==> src/sv/bfa_pkg.sv <==
`timescale 1ns / 1ps
`default_nettype none

package bfa_pkg;

    // Fixed field widths
    localparam int OPCODE_W   = 3;
    localparam int ADDR_W     = 32;
    localparam int COUNT_W    = 18;
    localparam int BASE_W     = 29;
    localparam int FRAMES_W   = 18;
    localparam int KB_W       = 22;
    localparam int KFRAME_W   = 21;
    localparam int CFG_IDX_W  = 2;
    localparam int CFG_DATA_W = 22;
    localparam int S_TDATA_W  = 56;
    localparam int M_TDATA_W  = 72;

    // Defaults for the top-level parameters
    localparam int MAX_FRAMES_DEF   = 131072;
    localparam int WORD_BITS_DEF    = 32;
    localparam int FRAME_BYTES_DEF  = 4096;
    localparam int RESERVED_LOW_DEF = 256;

    // Operation codes
    localparam logic [OPCODE_W-1:0] OP_INIT      = 3'd0;
    localparam logic [OPCODE_W-1:0] OP_ALLOC_ONE = 3'd1;
    localparam logic [OPCODE_W-1:0] OP_FREE_ONE  = 3'd2;
    localparam logic [OPCODE_W-1:0] OP_ALLOC_RUN = 3'd3;
    localparam logic [OPCODE_W-1:0] OP_FREE_RUN  = 3'd4;

    // Configuration register indexes
    localparam logic [CFG_IDX_W-1:0] REG_MEMORY_KB    = 2'd0;
    localparam logic [CFG_IDX_W-1:0] REG_KERNEL_FIRST = 2'd1;
    localparam logic [CFG_IDX_W-1:0] REG_KERNEL_END   = 2'd2;

    typedef enum logic [3:0] {
        ST_IDLE,
        ST_DISPATCH,
        ST_INIT_WR,
        ST_FIND_RD,
        ST_FIND_CHK,
        ST_FIND_BIT,
        ST_RMW_SEEK,
        ST_RMW_RD,
        ST_RMW_WR,
        ST_SETTLE,
        ST_DONE
    } state_t;

    // Controller to datapath
    typedef struct packed {
        logic accept;
        logic init_wr;
        logic mem_rd;
        logic word_inc;
        logic word_seek;
        logic run_clr;
        logic run_add_word;
        logic run_inc;
        logic bit_clr;
        logic bit_inc;
        logic range_one;
        logic range_word;
        logic range_bit;
        logic rmw_wr;
        logic used_add;
        logic ok_set;
        logic emit;
    } cmd_t;

    // Datapath to controller
    typedef struct packed {
        logic [OPCODE_W-1:0] op;
        logic total_zero;
        logic alloc_bad;
        logic range_empty;
        logic init_last;
        logic word_last;
        logic has_zero;
        logic all_zero;
        logic all_one;
        logic run_fits_word;
        logic bit_free;
        logic run_hits;
        logic bit_last;
        logic rmw_last;
        logic out_free;
    } status_t;

endpackage

`default_nettype wire

==> src/sv/bfa_ctrl.sv <==
`timescale 1ns / 1ps
`default_nettype none

module bfa_ctrl (
    input  wire logic             aclk,
    input  wire logic             aresetn,
    input  wire logic             s_tvalid,
    output logic                  s_tready,
    input  wire bfa_pkg::status_t status,
    output bfa_pkg::cmd_t         cmd
);

    bfa_pkg::state_t state_reg;
    bfa_pkg::state_t state_next;

    logic is_alloc;
    assign is_alloc = (status.op == bfa_pkg::OP_ALLOC_ONE) ||
                      (status.op == bfa_pkg::OP_ALLOC_RUN);

    // State register
    always_ff @(posedge aclk) begin
        if (!aresetn) begin
            state_reg <= bfa_pkg::ST_IDLE;
        end else begin
            state_reg <= state_next;
        end
    end

    // Next state
    always_comb begin
        state_next = state_reg;
        case (state_reg)
            bfa_pkg::ST_IDLE: begin
                if (s_tvalid) state_next = bfa_pkg::ST_DISPATCH;
            end
            bfa_pkg::ST_DISPATCH: begin
                case (status.op)
                    bfa_pkg::OP_INIT: state_next = bfa_pkg::ST_INIT_WR;
                    bfa_pkg::OP_ALLOC_ONE: begin
                        state_next = status.total_zero ? bfa_pkg::ST_SETTLE
                                                       : bfa_pkg::ST_FIND_RD;
                    end
                    bfa_pkg::OP_ALLOC_RUN: begin
                        state_next = status.alloc_bad ? bfa_pkg::ST_SETTLE
                                                      : bfa_pkg::ST_FIND_RD;
                    end
                    bfa_pkg::OP_FREE_ONE, bfa_pkg::OP_FREE_RUN: begin
                        state_next = status.range_empty ? bfa_pkg::ST_SETTLE
                                                        : bfa_pkg::ST_RMW_SEEK;
                    end
                    default: state_next = bfa_pkg::ST_SETTLE;
                endcase
            end
            bfa_pkg::ST_INIT_WR: begin
                if (status.init_last) state_next = bfa_pkg::ST_SETTLE;
            end
            bfa_pkg::ST_FIND_RD: state_next = bfa_pkg::ST_FIND_CHK;
            bfa_pkg::ST_FIND_CHK: begin
                if (status.op == bfa_pkg::OP_ALLOC_ONE) begin
                    if (status.has_zero) state_next = bfa_pkg::ST_RMW_RD;
                    else if (status.word_last) state_next = bfa_pkg::ST_SETTLE;
                    else state_next = bfa_pkg::ST_FIND_RD;
                end else if (status.all_zero && status.run_fits_word) begin
                    state_next = bfa_pkg::ST_RMW_SEEK;
                end else if (status.all_zero || status.all_one) begin
                    state_next = status.word_last ? bfa_pkg::ST_SETTLE
                                                  : bfa_pkg::ST_FIND_RD;
                end else begin
                    state_next = bfa_pkg::ST_FIND_BIT;
                end
            end
            bfa_pkg::ST_FIND_BIT: begin
                if (status.bit_free && status.run_hits) begin
                    state_next = bfa_pkg::ST_RMW_SEEK;
                end else if (status.bit_last) begin
                    state_next = status.word_last ? bfa_pkg::ST_SETTLE
                                                  : bfa_pkg::ST_FIND_RD;
                end
            end
            bfa_pkg::ST_RMW_SEEK: state_next = bfa_pkg::ST_RMW_RD;
            bfa_pkg::ST_RMW_RD:   state_next = bfa_pkg::ST_RMW_WR;
            bfa_pkg::ST_RMW_WR: begin
                state_next = status.rmw_last ? bfa_pkg::ST_SETTLE
                                             : bfa_pkg::ST_RMW_RD;
            end
            bfa_pkg::ST_SETTLE: state_next = bfa_pkg::ST_DONE;
            bfa_pkg::ST_DONE: begin
                if (status.out_free) state_next = bfa_pkg::ST_IDLE;
            end
            default: state_next = bfa_pkg::ST_IDLE;
        endcase
    end

    // Commands
    always_comb begin
        cmd      = '0;
        s_tready = 1'b0;
        case (state_reg)
            bfa_pkg::ST_IDLE: begin
                s_tready   = 1'b1;
                cmd.accept = s_tvalid;
            end
            bfa_pkg::ST_DISPATCH: begin
                if (((status.op == bfa_pkg::OP_FREE_ONE) ||
                     (status.op == bfa_pkg::OP_FREE_RUN)) && status.range_empty) begin
                    cmd.ok_set = 1'b1;
                end
            end
            bfa_pkg::ST_INIT_WR: begin
                cmd.init_wr  = 1'b1;
                cmd.word_inc = !status.init_last;
                cmd.ok_set   = status.init_last;
            end
            bfa_pkg::ST_FIND_RD: cmd.mem_rd = 1'b1;
            bfa_pkg::ST_FIND_CHK: begin
                if (status.op == bfa_pkg::OP_ALLOC_ONE) begin
                    if (status.has_zero) cmd.range_one = 1'b1;
                    else cmd.word_inc = !status.word_last;
                end else if (status.all_zero && status.run_fits_word) begin
                    cmd.range_word = 1'b1;
                end else if (status.all_zero) begin
                    cmd.run_add_word = 1'b1;
                    cmd.word_inc     = !status.word_last;
                end else if (status.all_one) begin
                    cmd.run_clr  = 1'b1;
                    cmd.word_inc = !status.word_last;
                end else begin
                    cmd.bit_clr = 1'b1;
                end
            end
            bfa_pkg::ST_FIND_BIT: begin
                if (status.bit_free && status.run_hits) begin
                    cmd.range_bit = 1'b1;
                end else begin
                    cmd.run_inc  = status.bit_free;
                    cmd.run_clr  = !status.bit_free;
                    cmd.bit_inc  = !status.bit_last;
                    cmd.word_inc = status.bit_last && !status.word_last;
                end
            end
            bfa_pkg::ST_RMW_SEEK: cmd.word_seek = 1'b1;
            bfa_pkg::ST_RMW_RD:   cmd.mem_rd = 1'b1;
            bfa_pkg::ST_RMW_WR: begin
                cmd.rmw_wr   = 1'b1;
                cmd.word_inc = !status.rmw_last;
                cmd.ok_set   = status.rmw_last;
                cmd.used_add = status.rmw_last && is_alloc;
            end
            bfa_pkg::ST_SETTLE: ;
            bfa_pkg::ST_DONE: cmd.emit = status.out_free;
            default: ;
        endcase
    end

endmodule

`default_nettype wire

==> config.mk <==
export PLATFORM = sky130hd
export DESIGN_NAME = bfa_ctrl
export DESIGN_NICKNAME = d
export VERILOG_FILES = /design/src/sv/bfa_pkg.sv /design/src/sv/bfa_ctrl.sv
export SDC_FILE = /design/constraint.sdc
export NUM_CORES = 1
export LEC_CHECK = 0
export BUFFER_PORTS_ARGS = -buffer_cell sky130_fd_sc_hd__buf_4
export CORE_UTILIZATION = 30
export DETAILED_ROUTE_END_ITERATION = 12
export HOLD_SLACK_MARGIN = 0.02
export PLACE_DENSITY = 0.54
export SLEW_MARGIN = 20
export SYNTH_ARGS = -nofsm -noshare
export SYNTH_HDL_FRONTEND = slang
export SYNTH_SLANG_ARGS = --single-unit
==> constraint.sdc <==
create_clock -name aclk -period 1.99 [get_ports aclk]
set_clock_uncertainty 0.05 [all_clocks]
set_input_delay 0.2985 -clock aclk [delete_from_list [all_inputs] [get_ports aclk]]
set_output_delay 0.2985 -clock aclk [all_outputs]
set_load 0.03 [all_outputs]
==> flow_metrics.env, run 1 <==
export IMPL_totalNegativeSetupSlack_ns=0
export IMPL_tritoncts="done"
export IMPL_worst_setup_path_start_kind="flip-flop"
export IMPL_drv_cap=0
export IMPL_unique_cell_type_count_in_the_yosys_netlist=43
export IMPL_cts_repair_resized=3
export IMPL_largest_reg_flops=4
export IMPL_antenna_left=0
export IMPL_timing_final_crit_share_pct=98.6
export IMPL_final_instance_count_excl_fill=185
export IMPL_floorplan_die_height_um=51.4
export IMPL_synth_seq_cells=4
export IMPL_nets=179
export IMPL_finalMaxSlewViolations=0
export IMPL_route_detailed_wl_per_inst_um=13.6
export IMPL_drive_gt1_share_pct=40.8
export IMPL_clock_insertion_delay_worst_skew_ns=0.24
export IMPL_antenna_violations_before_repair=0
export IMPL_numCtsBuffers=3
export IMPL_fraction_of_the_yosys_area_taken_by_sequential_cells_pct=10.9
export IMPL_1st_pass_router_iterations=4
export IMPL_worst_ep_arrival_ns=1.61
export IMPL_placed_cells=182
export IMPL_portBuffers=37
export IMPL_timing_fmax_ghz=0.510
export IMPL_ys_async_sr_fraction_pct=0
export IMPL_ctsRootBufferMaster="sky130_fd_sc_hd__clkbuf_4"
export IMPL_totalPowerFinal_uw=1100
export IMPL_fillers=258
export IMPL_dp_final_hpwl_um=2020
export IMPL_postCtsHoldBufs=0
export IMPL_vias=992
export IMPL_final_setup_viol_count=0
export IMPL_cellPowerDensity_mw_per_mm2=961
export IMPL_power_ir_vdd_worst_uv=504
export IMPL_cp_end_kind="output port"
export IMPL_worstHoldStart="aresetn"
export IMPL_placement_rows=17
export IMPL_overflow=0
export IMPL_cts_buffer_depth=2
export IMPL_fin_hold_ws_ns=0.269
export IMPL_synth_avg_cell_area_um2=6.42
export IMPL_synth_top_area_share_pct=10.9
export IMPL_run_status="complete, no violations"
export IMPL_hold_viol=0
export IMPL_gp_congestion=0.926
export IMPL_leakagePower_uw=0.000527
export IMPL_timing_setup_critical_path_class="reg2out"
export IMPL_die_w_um=51.4
export IMPL_cts_sink_count=4
export IMPL_synth_top_cells_by_area="sky130_fd_sc_hd__dfxtp_1, sky130_fd_sc_hd__nand2_1, sky130_fd_sc_hd__o21ai_0"
export IMPL_cts_htree_levels=1
export IMPL_violation_count_after_the_first_detailed_routing_iteration=26
export IMPL_worstSetupStartpoint="state_reg[3]$_SDFFE_PN0P_"
export IMPL_synth_edff_count=0
export IMPL_yosys_warnings=0
export IMPL_timing_slew_headroom_pct=77.3
export IMPL_grt_setup_unrepaired="yes"
export IMPL_grt_start_max_net_pins=11
export IMPL_antennaDiodeCount=0
export IMPL_synth_cells=114
export IMPL_clkSlewWorstSetupHoldPaths_ns=0.04
export IMPL_wirelength_um=2520
export IMPL_area_growth_syn_to_layout_pct=56.8
export IMPL_design_die_area_mm2=0.00264
export IMPL_ys_flop_type="sky130_fd_sc_hd__dfxtp_1"
export IMPL_design_portCount=38
export IMPL_critical_path_max_fanout=9
export IMPL_vias_per_cell=5.36
export IMPL_core_area_mm2=0.00225
export IMPL_min_path_type="in2reg"
export IMPL_post_cts_setup_buffers=0
export IMPL_first_pass_grt_wire_length_um=4040
export IMPL_grt_use_total_pct=20.3
export IMPL_timing_worst_slew_pin_value_ns=0.338
export IMPL_synth_net_count=134
export IMPL_regToRegStartpoint="state_reg[0]$_SDFFE_PN0P_"
export IMPL_route_detailed_drc=0
export IMPL_grt_pass1_vias=936
export IMPL_post_route_min_period_ns=1.96
export IMPL_required_ns=1.64
export IMPL_initial_cell_density_of_the_core_pct=32.5
export IMPL_synthDominantAreaCellType="sky130_fd_sc_hd__dfxtp_1"
export IMPL_syn_cell_area_um2=732
==> area by class of cell <==
cell class | count | area [um^2] | share of cell area [%]
multi-input cells | 95 | 633 | 55.2
repair buffers | 45 | 338 | 29.4
flip-flops and latches | 4 | 81.3 | 7.09
inverters | 10 | 37.5 | 3.27
well taps | 28 | 35.0 | 3.05
clock buffers | 3 | 22.5 | 1.96
==> power breakdown <==
| group | internal [uW] | total, uW | switching (uW) |
|---|---|---|---|
| logic | 346 | 843 | 497 |
| registers | 110 | 154 | 44.2 |
| clock network | 67.7 | 105 | 37.3 |
==> worst paths after layout <==
path | end | slack, ns | depth (start not counted)
worst max-delay path | cmd[13] | 0.03 | 5
worst min-delay path | state_reg[0]$_SDFFE_PN0P_ | 0.27 | 3
worst max register to register | state_reg[3]$_SDFFE_PN0P_ | 0.38 | 6
worst min register to register | state_reg[0]$_SDFFE_PN0P_ | 0.67 | 3
==> kinds of logic after synthesis <==
family	after synthesis	synth area share, %
simple gates	57	42.7
compound gates	34	31.8
buf+inv	15	9.23
flops	4	10.9
mux	2	2.74
xor+xnor	1	1.20
fa+ha+maj	1	1.37
==> Yosys cell counts (2+ instances only) <==
cell type,instances
sky130_fd_sc_hd__nand2b_1,5
sky130_fd_sc_hd__nand2_1,14
sky130_fd_sc_hd__nor4_1,2
sky130_fd_sc_hd__inv_1,10
sky130_fd_sc_hd__nand3_1,3
sky130_fd_sc_hd__nor3_1,5
sky130_fd_sc_hd__nor2_1,13
sky130_fd_sc_hd__o32a_1,2
sky130_fd_sc_hd__a21oi_1,7
sky130_fd_sc_hd__mux2i_1,2
sky130_fd_sc_hd__o22ai_1,2
sky130_fd_sc_hd__buf_2,3
sky130_fd_sc_hd__o21ai_0,10
sky130_fd_sc_hd__a31oi_1,2
sky130_fd_sc_hd__dfxtp_1,4
sky130_fd_sc_hd__nor2b_1,3
==> layout by cell type (no fill, tap or decap), types with 2 or more instances in the layout <==
| cell type | count |
|---|---|
| sky130_fd_sc_hd__nor4_2 | 2 |
| sky130_fd_sc_hd__o22ai_1 | 2 |
| sky130_fd_sc_hd__dfxtp_1 | 3 |
| sky130_fd_sc_hd__nand3_1 | 3 |
| sky130_fd_sc_hd__nor2b_1 | 2 |
| sky130_fd_sc_hd__nand2b_4 | 2 |
| sky130_fd_sc_hd__mux2i_1 | 2 |
| sky130_fd_sc_hd__nand2_1 | 14 |
| sky130_fd_sc_hd__a31oi_1 | 2 |
| sky130_fd_sc_hd__o21ai_0 | 10 |
| sky130_fd_sc_hd__inv_2 | 2 |
| sky130_fd_sc_hd__nor2_1 | 12 |
| sky130_fd_sc_hd__nor3_1 | 4 |
| sky130_fd_sc_hd__inv_1 | 8 |
| sky130_fd_sc_hd__o32a_1 | 2 |
| sky130_fd_sc_hd__nand2b_1 | 4 |
| sky130_fd_sc_hd__a21oi_1 | 7 |
| sky130_fd_sc_hd__buf_4 | 45 |
| sky130_fd_sc_hd__clkbuf_4 | 3 |
==> through the flow <==
stage | area [um^2] | util (%) | setup WS (ns)
final | 1150 | 50.9 | 0.0284
after global routing | 1150 | 50.9 | -0.0451
after CTS | 1130 | 50.1 | 0.0295
after detailed placement | 1100 | 48.7 | 0.197
after global placement | 1100 | 48.7 | 0.219
after floorplan | 756 | - | -0.160
==> layer usage <==
metal / track usage [%] / up-vias / wire length [um]
met1: 24.6 / 446 / 1090
met3: 4.17 / 9 / 128
met4: 8.11 / 0 / 63
li1: - / 500 / -
met5: 0 / - / 0
met2: 34.4 / 37 / 1230
==> critical path: stages, from the launching register on <==
cell	delay, ns
sky130_fd_sc_hd__dfxtp_2	0.37
sky130_fd_sc_hd__nand4bb_1	0.26
sky130_fd_sc_hd__nand2b_4	0.20
sky130_fd_sc_hd__o22a_1	0.18
sky130_fd_sc_hd__o32ai_1	0.15
sky130_fd_sc_hd__buf_4	0.22
Power figures use the tool's default switching activity.
==> inputs of run 2 (changes only) <==
--- a/config.mk
+++ b/config.mk
@@ -5,6 +5,7 @@
 export SDC_FILE = /design/constraint.sdc
 export NUM_CORES = 1
 export LEC_CHECK = 0
+export ABC_AREA = 1
 export BUFFER_PORTS_ARGS = -buffer_cell sky130_fd_sc_hd__buf_4
 export CORE_UTILIZATION = 30
 export DETAILED_ROUTE_END_ITERATION = 12
==> run 2 against run 1 <==
Net effect:
- the flow now finishes with violations (DRC)
- utilization down 3.7 points
- cell count grew 11%
- non-clock buffer count down 8
- setup slack better by 0.092 ns
- total power decreased by 11%
- clock power decreased by 5%
- largest cell class unchanged
==> flow_metrics.env, run 2 <==
export IMPL_run_status="finished, violations left"
export IMPL_violations="DRC"
export IMPL_totalNegativeSetupSlack_ns=0
export IMPL_portBuffers=37
export IMPL_cp_end_kind="output port"
export IMPL_grt_use_total_pct=18.5
export IMPL_mostFrequentLayoutCells="sky130_fd_sc_hd__nand2_1, sky130_fd_sc_hd__buf_4, sky130_fd_sc_hd__inv_1, sky130_fd_sc_hd__nor2_1, sky130_fd_sc_hd__nand3_1"
export IMPL_sw_power_uw=559
export IMPL_cellPowerDensity_mw_per_mm2=944
export IMPL_synth_top_area_share_pct=20.8
export IMPL_worstPathCellList="nand2_2 -> nor2_4 -> nand2_1 -> o32ai_1 -> buf_4"
export IMPL_largest_reg_flops=4
export IMPL_synth_seq_cells=4
export IMPL_initial_cell_density_of_the_core_pct=31.8
export IMPL_cpPeakStageDelay_ns=0.45
export IMPL_die_w_um=50.5
export IMPL_vias_per_cell=4.64
export IMPL_synth_edff_count=0
export IMPL_gp_congestion=0.893
export IMPL_cts_repair_resized=0
export IMPL_grt_start_max_net_pins=7
export IMPL_unique_cell_type_count_in_the_yosys_netlist=22
export IMPL_fin_hold_ws_ns=0.291
export IMPL_first_pass_grt_wire_length_um=3620
export IMPL_clkSlewWorstSetupHoldPaths_ns=0.04
export IMPL_timing_slew_headroom_pct=80.0
export IMPL_synth_avg_cell_area_um2=5.10
export IMPL_dp_final_hpwl_um=1840
export IMPL_sequentialPowerShare_pct=15.5
export IMPL_antenna_violations_before_repair=0
export IMPL_clock_insertion_delay_worst_skew_ns=0.23
export IMPL_yosys_warnings=0
export IMPL_synth_most_common_cell="sky130_fd_sc_hd__nand2_1"
export IMPL_leading_cell_type_in_the_layout_fill_and_taps_excluded="sky130_fd_sc_hd__nand2_1"
export IMPL_switching_fraction_pct=56.6
export IMPL_worst_ep_arrival_ns=1.52
export IMPL_1st_pass_router_iterations=10
export IMPL_ctsRootBufferMaster="sky130_fd_sc_hd__clkbuf_4"
export IMPL_timing_final_crit_share_pct=93.9
export IMPL_worst_setup_path_start_kind="flip-flop"
export IMPL_numCtsBuffers=3
export IMPL_wirelength_um=2100
export IMPL_hold_viol=0
export IMPL_core_area_mm2=0.00221
export IMPL_tritoncts="done"
export IMPL_grt_pass1_vias=892
export IMPL_placement_rows=17
export IMPL_synth_top_cells_by_area="sky130_fd_sc_hd__nand2_1, sky130_fd_sc_hd__dfxtp_1, sky130_fd_sc_hd__inv_1"
export IMPL_antennaDiodeCount=0
export IMPL_final_instance_count_excl_fill=206
export IMPL_violation_count_after_the_first_detailed_routing_iteration=34
export IMPL_ys_flop_type="sky130_fd_sc_hd__dfxtp_1"
export IMPL_placed_cells=203
export IMPL_post_synth_most_frequent_cells="sky130_fd_sc_hd__nand2_1, sky130_fd_sc_hd__inv_1, sky130_fd_sc_hd__nor2_1, sky130_fd_sc_hd__nand3_1, sky130_fd_sc_hd__inv_2"
export IMPL_nets=200
export IMPL_synthDominantAreaCellType="sky130_fd_sc_hd__nand2_1"
export IMPL_area_growth_syn_to_layout_pct=48.3
export IMPL_totalPowerFinal_uw=986
export IMPL_grt_setup_unrepaired="no"
export IMPL_design_die_area_mm2=0.00255
export IMPL_cts_htree_levels=1
export IMPL_synth_net_count=158
export IMPL_ys_async_sr_fraction_pct=0
export IMPL_critPathBufInv=1
export IMPL_critical_path_max_fanout=6
export IMPL_fillers=259
export IMPL_design_portCount=38
export IMPL_cts_buffer_depth=2
export IMPL_route_detailed_wl_per_inst_um=10.2
export IMPL_postCtsHoldBufs=0
export IMPL_synth_cells=138
export IMPL_cts_sink_count=4
export IMPL_drive_gt1_share_pct=36.5
export IMPL_floorplan_die_height_um=50.5
export IMPL_finalMaxSlewViolations=0
export IMPL_vias=956
export IMPL_timing_fmax_ghz=0.535
export IMPL_post_cts_setup_buffers=0
export IMPL_leakagePower_uw=0.000602
export IMPL_clockPowerShare_pct=10.2
export IMPL_final_setup_viol_count=0
export IMPL_fraction_of_the_yosys_area_taken_by_sequential_cells_pct=11.4
export IMPL_route_detailed_drc=2
export IMPL_min_path_type="in2reg"
export IMPL_comb_power_share_pct=74.3
export IMPL_antenna_left=0
export IMPL_required_ns=1.64
export IMPL_drv_cap=0
export IMPL_syn_cell_area_um2=704
export IMPL_worst_path_dominant_cell_family="flip-flops"
export IMPL_cell_internal_pwr_uw=427
export IMPL_timing_setup_critical_path_class="reg2out"
export IMPL_post_route_min_period_ns=1.87
export IMPL_slowest_stage="sky130_fd_sc_hd__dfxtp_1"
export IMPL_overflow=0
export IMPL_timing_worst_slew_pin_value_ns=0.300
export IMPL_power_ir_vdd_worst_uv=736
[run 2: cell count changes after synthesis, sizes merged, moves of 3 or more]
cell / delta
o21ai: -9
nand2: +30
inv: +20
buf: -4
nand2b: -6
nor2: +13
nand3: +10
a21oi: -3
nor2b: -3
[run 2: path summary, 6_finish.rpt]
check / from / end / slack (ns) / depth (start not counted)
max: state_reg[2]$_SDFFE_PN0P_ / cmd[11] / 0.12 / 5
min: aresetn / state_reg[2]$_SDFFE_PN0P_ / 0.29 / 3
max reg2reg: state_reg[3]$_SDFFE_PN0P_ / state_reg[2]$_SDFFE_PN0P_ / 0.48 / 9
min reg2reg: state_reg[3]$_SDFFE_PN0P_ / state_reg[3]$_SDFFE_PN0P_ / 0.68 / 4
[run 2: worst register-to-register path, stage by stage (launching register included)]
cell	delay, ns
sky130_fd_sc_hd__dfxtp_1	0.40
sky130_fd_sc_hd__inv_2	0.09
sky130_fd_sc_hd__nand2_2	0.14
sky130_fd_sc_hd__inv_2	0.08
sky130_fd_sc_hd__nand2_1	0.11
sky130_fd_sc_hd__nor2_2	0.05
sky130_fd_sc_hd__nor3_1	0.23
sky130_fd_sc_hd__nand3_1	0.10
sky130_fd_sc_hd__nor2_1	0.10
sky130_fd_sc_hd__nor2_1	0.04
[run 2: layout make-up]
type | instances | area, um^2 | area share, %
repair buffers | 37 | 278 | 26.6
clock buffers | 3 | 22.5 | 2.16
well taps | 28 | 35.0 | 3.35
multi-input cells | 104 | 517 | 49.5
inverters | 30 | 113 | 10.8
flip-flops and latches | 4 | 80.1 | 7.66
[run 2: kinds of logic (layout without fill, tap and decap cells)]
logic type | Yosys count | count (layout) | share of synthesized area (%)
simple gates | 93 | 93 | 62.7
compound gates | 11 | 11 | 9.95
flops | 4 | 4 | 11.4
buf+inv | 30 | 70 | 16.0
[run 2: power by group through the flow]
stage / sequential (uW) / combinational [uW] / clock, uW
3_3_place_gp: 148 / 730 / 0
6_report: 153 / 733 / 100
2_1_floorplan: 141 / 514 / 0
5_1_grt: 156 / 805 / 110
3_5_place_dp: 149 / 726 / 0
4_1_cts: 148 / 729 / 102
[run 2: metrics by stage]
| stage | instance area (um^2) | setup WS (ns) | util, % |
|---|---|---|---|
| after CTS | 1040 | 0.0641 | 47.0 |
| after floorplan | 704 | 0.0421 | - |
| after detailed placement | 1020 | 0.320 | 46.0 |
| after global placement | 1020 | 0.349 | 46.0 |
| final | 1040 | 0.120 | 47.2 |
| after global routing | 1040 | 0.0275 | 47.2 |
[run 2: metal layers]
layer / routed length, um / part of all wire, % / vias up / track usage [%]
li1: - / - / 512 / -
met1: 973 / 46 / 410 / 23.9
met4: 0 / 0 / 0 / 6.02
met2: 1020 / 48 / 34 / 31.8
met5: 0 / 0 / - / 0
met3: 109 / 5.2 / 0 / 1.82
==> inputs of run 3 (changes only) <==
--- a/config.mk
+++ b/config.mk
@@ -9,6 +9,7 @@
 export BUFFER_PORTS_ARGS = -buffer_cell sky130_fd_sc_hd__buf_4
 export CORE_UTILIZATION = 30
 export DETAILED_ROUTE_END_ITERATION = 12
+export GPL_TIMING_DRIVEN = 0
 export HOLD_SLACK_MARGIN = 0.02
 export PLACE_DENSITY = 0.54
 export SLEW_MARGIN = 20
==> run 3 against run 2 <==
Net effect:
- the run still ends with DRC left
- largest power group unchanged
- sequential power increased by 5%
- largest cell class unchanged
- cell count stayed put
- routed wire length rose by 0.24%
- via count is 1.5% lower
- total power rose by 0.93%
- count of clock-buffer cells in the layout is the same
- critical endpoint unchanged
- fmax fell by 1.3%
- die area unchanged
- design area rose by 0.24%
==> flow_metrics.env, run 3 (synthesis results as in run 2) <==
export IMPL_run_status="finished, violations left"
export IMPL_violations="DRC"
export IMPL_cellPowerDensity_mw_per_mm2=950
export IMPL_leading_cell_type_in_the_layout_fill_and_taps_excluded="sky130_fd_sc_hd__nand2_1"
export IMPL_hold_viol=0
export IMPL_fin_hold_ws_ns=0.299
export IMPL_sw_power_uw=564
export IMPL_die_w_um=50.5
export IMPL_totalNegativeSetupSlack_ns=0
export IMPL_cpPeakStageDelay_ns=0.43
export IMPL_route_detailed_drc=2
export IMPL_design_portCount=38
export IMPL_finish_instance_area_mm2=0.00105
export IMPL_gp_congestion=0.846
export IMPL_worst_ep_arrival_ns=1.54
export IMPL_grt_start_max_net_pins=7
export IMPL_drive_gt1_share_pct=37.6
export IMPL_final_setup_viol_count=0
export IMPL_dp_final_hpwl_um=1830
export IMPL_finalMaxSlewViolations=0
export IMPL_tritoncts="done"
export IMPL_final_instance_count_excl_fill=206
export IMPL_fin_ws_ns=0.0966
export IMPL_vias=942
export IMPL_antennaDiodeCount=0
export IMPL_timing_final_crit_share_pct=95.1
export IMPL_antenna_left=0
export IMPL_grt_setup_unrepaired="no"
export IMPL_leakagePower_uw=0.000603
export IMPL_grt_pass1_vias=913
export IMPL_timing_setup_critical_path_class="reg2out"
export IMPL_timing_slew_headroom_pct=78.9
export IMPL_comb_power_share_pct=73.6
export IMPL_ctsRootBufferMaster="sky130_fd_sc_hd__clkbuf_4"
export IMPL_power_ir_vdd_worst_uv=749
export IMPL_worstPathCellList="nand2_2 -> nor2_4 -> nand2_1 -> o32ai_1 -> buf_4"
export IMPL_vias_per_cell=4.57
export IMPL_clockPowerShare_pct=10.2
export IMPL_portBuffers=37
export IMPL_largest_reg_flops=4
export IMPL_grt_use_total_pct=18.7
export IMPL_numCtsBuffers=3
export IMPL_wirelength_um=2110
export IMPL_switching_fraction_pct=56.7
export IMPL_violation_count_after_the_first_detailed_routing_iteration=14
export IMPL_overflow=0
export IMPL_clock_insertion_delay_worst_skew_ns=0.23
export IMPL_worst_setup_path_start_kind="flip-flop"
export IMPL_floorplan_die_height_um=50.5
export IMPL_core_area_mm2=0.00221
export IMPL_antenna_violations_before_repair=0
export IMPL_post_place_ws_ns=0.235
export IMPL_critPathBufInv=1
export IMPL_placement_rows=17
export IMPL_slowest_stage="sky130_fd_sc_hd__dfxtp_1"
export IMPL_design_die_area_mm2=0.00255
export IMPL_cell_internal_pwr_uw=431
export IMPL_worst_path_dominant_cell_family="flip-flops"
export IMPL_timing_worst_slew_pin_value_ns=0.316
export IMPL_area_growth_syn_to_layout_pct=48.7
export IMPL_placed_cells=203
export IMPL_cp_end_kind="output port"
export IMPL_mostFrequentLayoutCells="sky130_fd_sc_hd__nand2_1, sky130_fd_sc_hd__buf_4, sky130_fd_sc_hd__inv_1, sky130_fd_sc_hd__nor2_1, sky130_fd_sc_hd__nand3_1"
export IMPL_critical_path_max_fanout=6
export IMPL_post_route_min_period_ns=1.89
export IMPL_drv_cap=0
export IMPL_route_detailed_wl_per_inst_um=10.2
export IMPL_first_pass_grt_wire_length_um=3690
export IMPL_clkSlewWorstSetupHoldPaths_ns=0.04
export IMPL_cts_buffer_depth=2
export IMPL_nets=200
export IMPL_1st_pass_router_iterations=10
export IMPL_cts_htree_levels=1
export IMPL_required_ns=1.64
export IMPL_postPlaceCellArea_mm2=0.00102
export IMPL_min_path_type="in2reg"
export IMPL_cts_sink_count=4
export IMPL_timing_fmax_ghz=0.528
export IMPL_sequentialPowerShare_pct=16.2
export IMPL_initial_cell_density_of_the_core_pct=31.8
==> run 3: path summary, 6_finish.rpt <==
path,slack [ns],to,cells past startpoint,from
worst min register to register,0.66,state_reg[3]$_SDFFE_PN0P_,4,state_reg[3]$_SDFFE_PN0P_
worst max-delay path,0.1,cmd[11],5,state_reg[2]$_SDFFE_PN0P_
worst min-delay path,0.30,state_reg[0]$_SDFFE_PN0P_,3,aresetn
worst max register to register,0.54,state_reg[2]$_SDFFE_PN0P_,9,state_reg[3]$_SDFFE_PN0P_
==> run 3: layer usage <==
layer  share of wire (%)  track usage (%)  vias to the layer above  routed length [um]
li1                    -                -                      513                   -
met1                  48             24.9                      402                1010
met2                  47             31.1                       25                 983
met3                 4.8             3.94                        2                 102
met4                0.48             3.24                        0                  10
met5                   0                0                        -                   0
==> run 3: what timing repair did <==
item / 4_1_cts / 5_1_grt
gates resized for setup: 1 / 2
hold buffers: 0 / 0
buffers inserted: 0 / 0
endpoints found under the setup margin: 1 / 3
==> run 3: area by class of cell <==
type | instances | area (um^2)
Inverter | 30 | 113
Fill cell | 254 | 1160
Timing Repair Buffer | 37 | 278
Tap cell | 28 | 35.0
Clock buffer | 3 | 22.5
Sequential cell | 4 | 82.6
Multi-Input combinational cell | 104 | 517
==> run 3: power groups by stage <==
stage | clock network [uW] | logic [uW] | registers, uW
finish | 101 | 733 | 161
CTS | 101 | 733 | 159
global placement | 0 | 724 | 154
floorplan | 0 | 514 | 141
global route | 112 | 816 | 168
detailed placement | 0 | 727 | 156
==> run 3: worst register-to-register path, cell delays in order, from the launching register on <==
cell and delay (ns):
sky130_fd_sc_hd__dfxtp_1 0.39, sky130_fd_sc_hd__inv_2 0.08, sky130_fd_sc_hd__nand2_2 0.14, sky130_fd_sc_hd__inv_2 0.08, sky130_fd_sc_hd__nand2_1 0.10, sky130_fd_sc_hd__nor2_2 0.05, sky130_fd_sc_hd__nor3_1 0.20, sky130_fd_sc_hd__nand3_1 0.10
sky130_fd_sc_hd__nor2_1 0.10, sky130_fd_sc_hd__nor2_1 0.05
==> run 3: through the flow <==
step                      total power, uW  util [%]
final                                 995      47.3
after global routing                 1100      47.3
after CTS                             993      47.2
after detailed placement              883      46.0
after global placement                878      46.0
after floorplan                       655         -
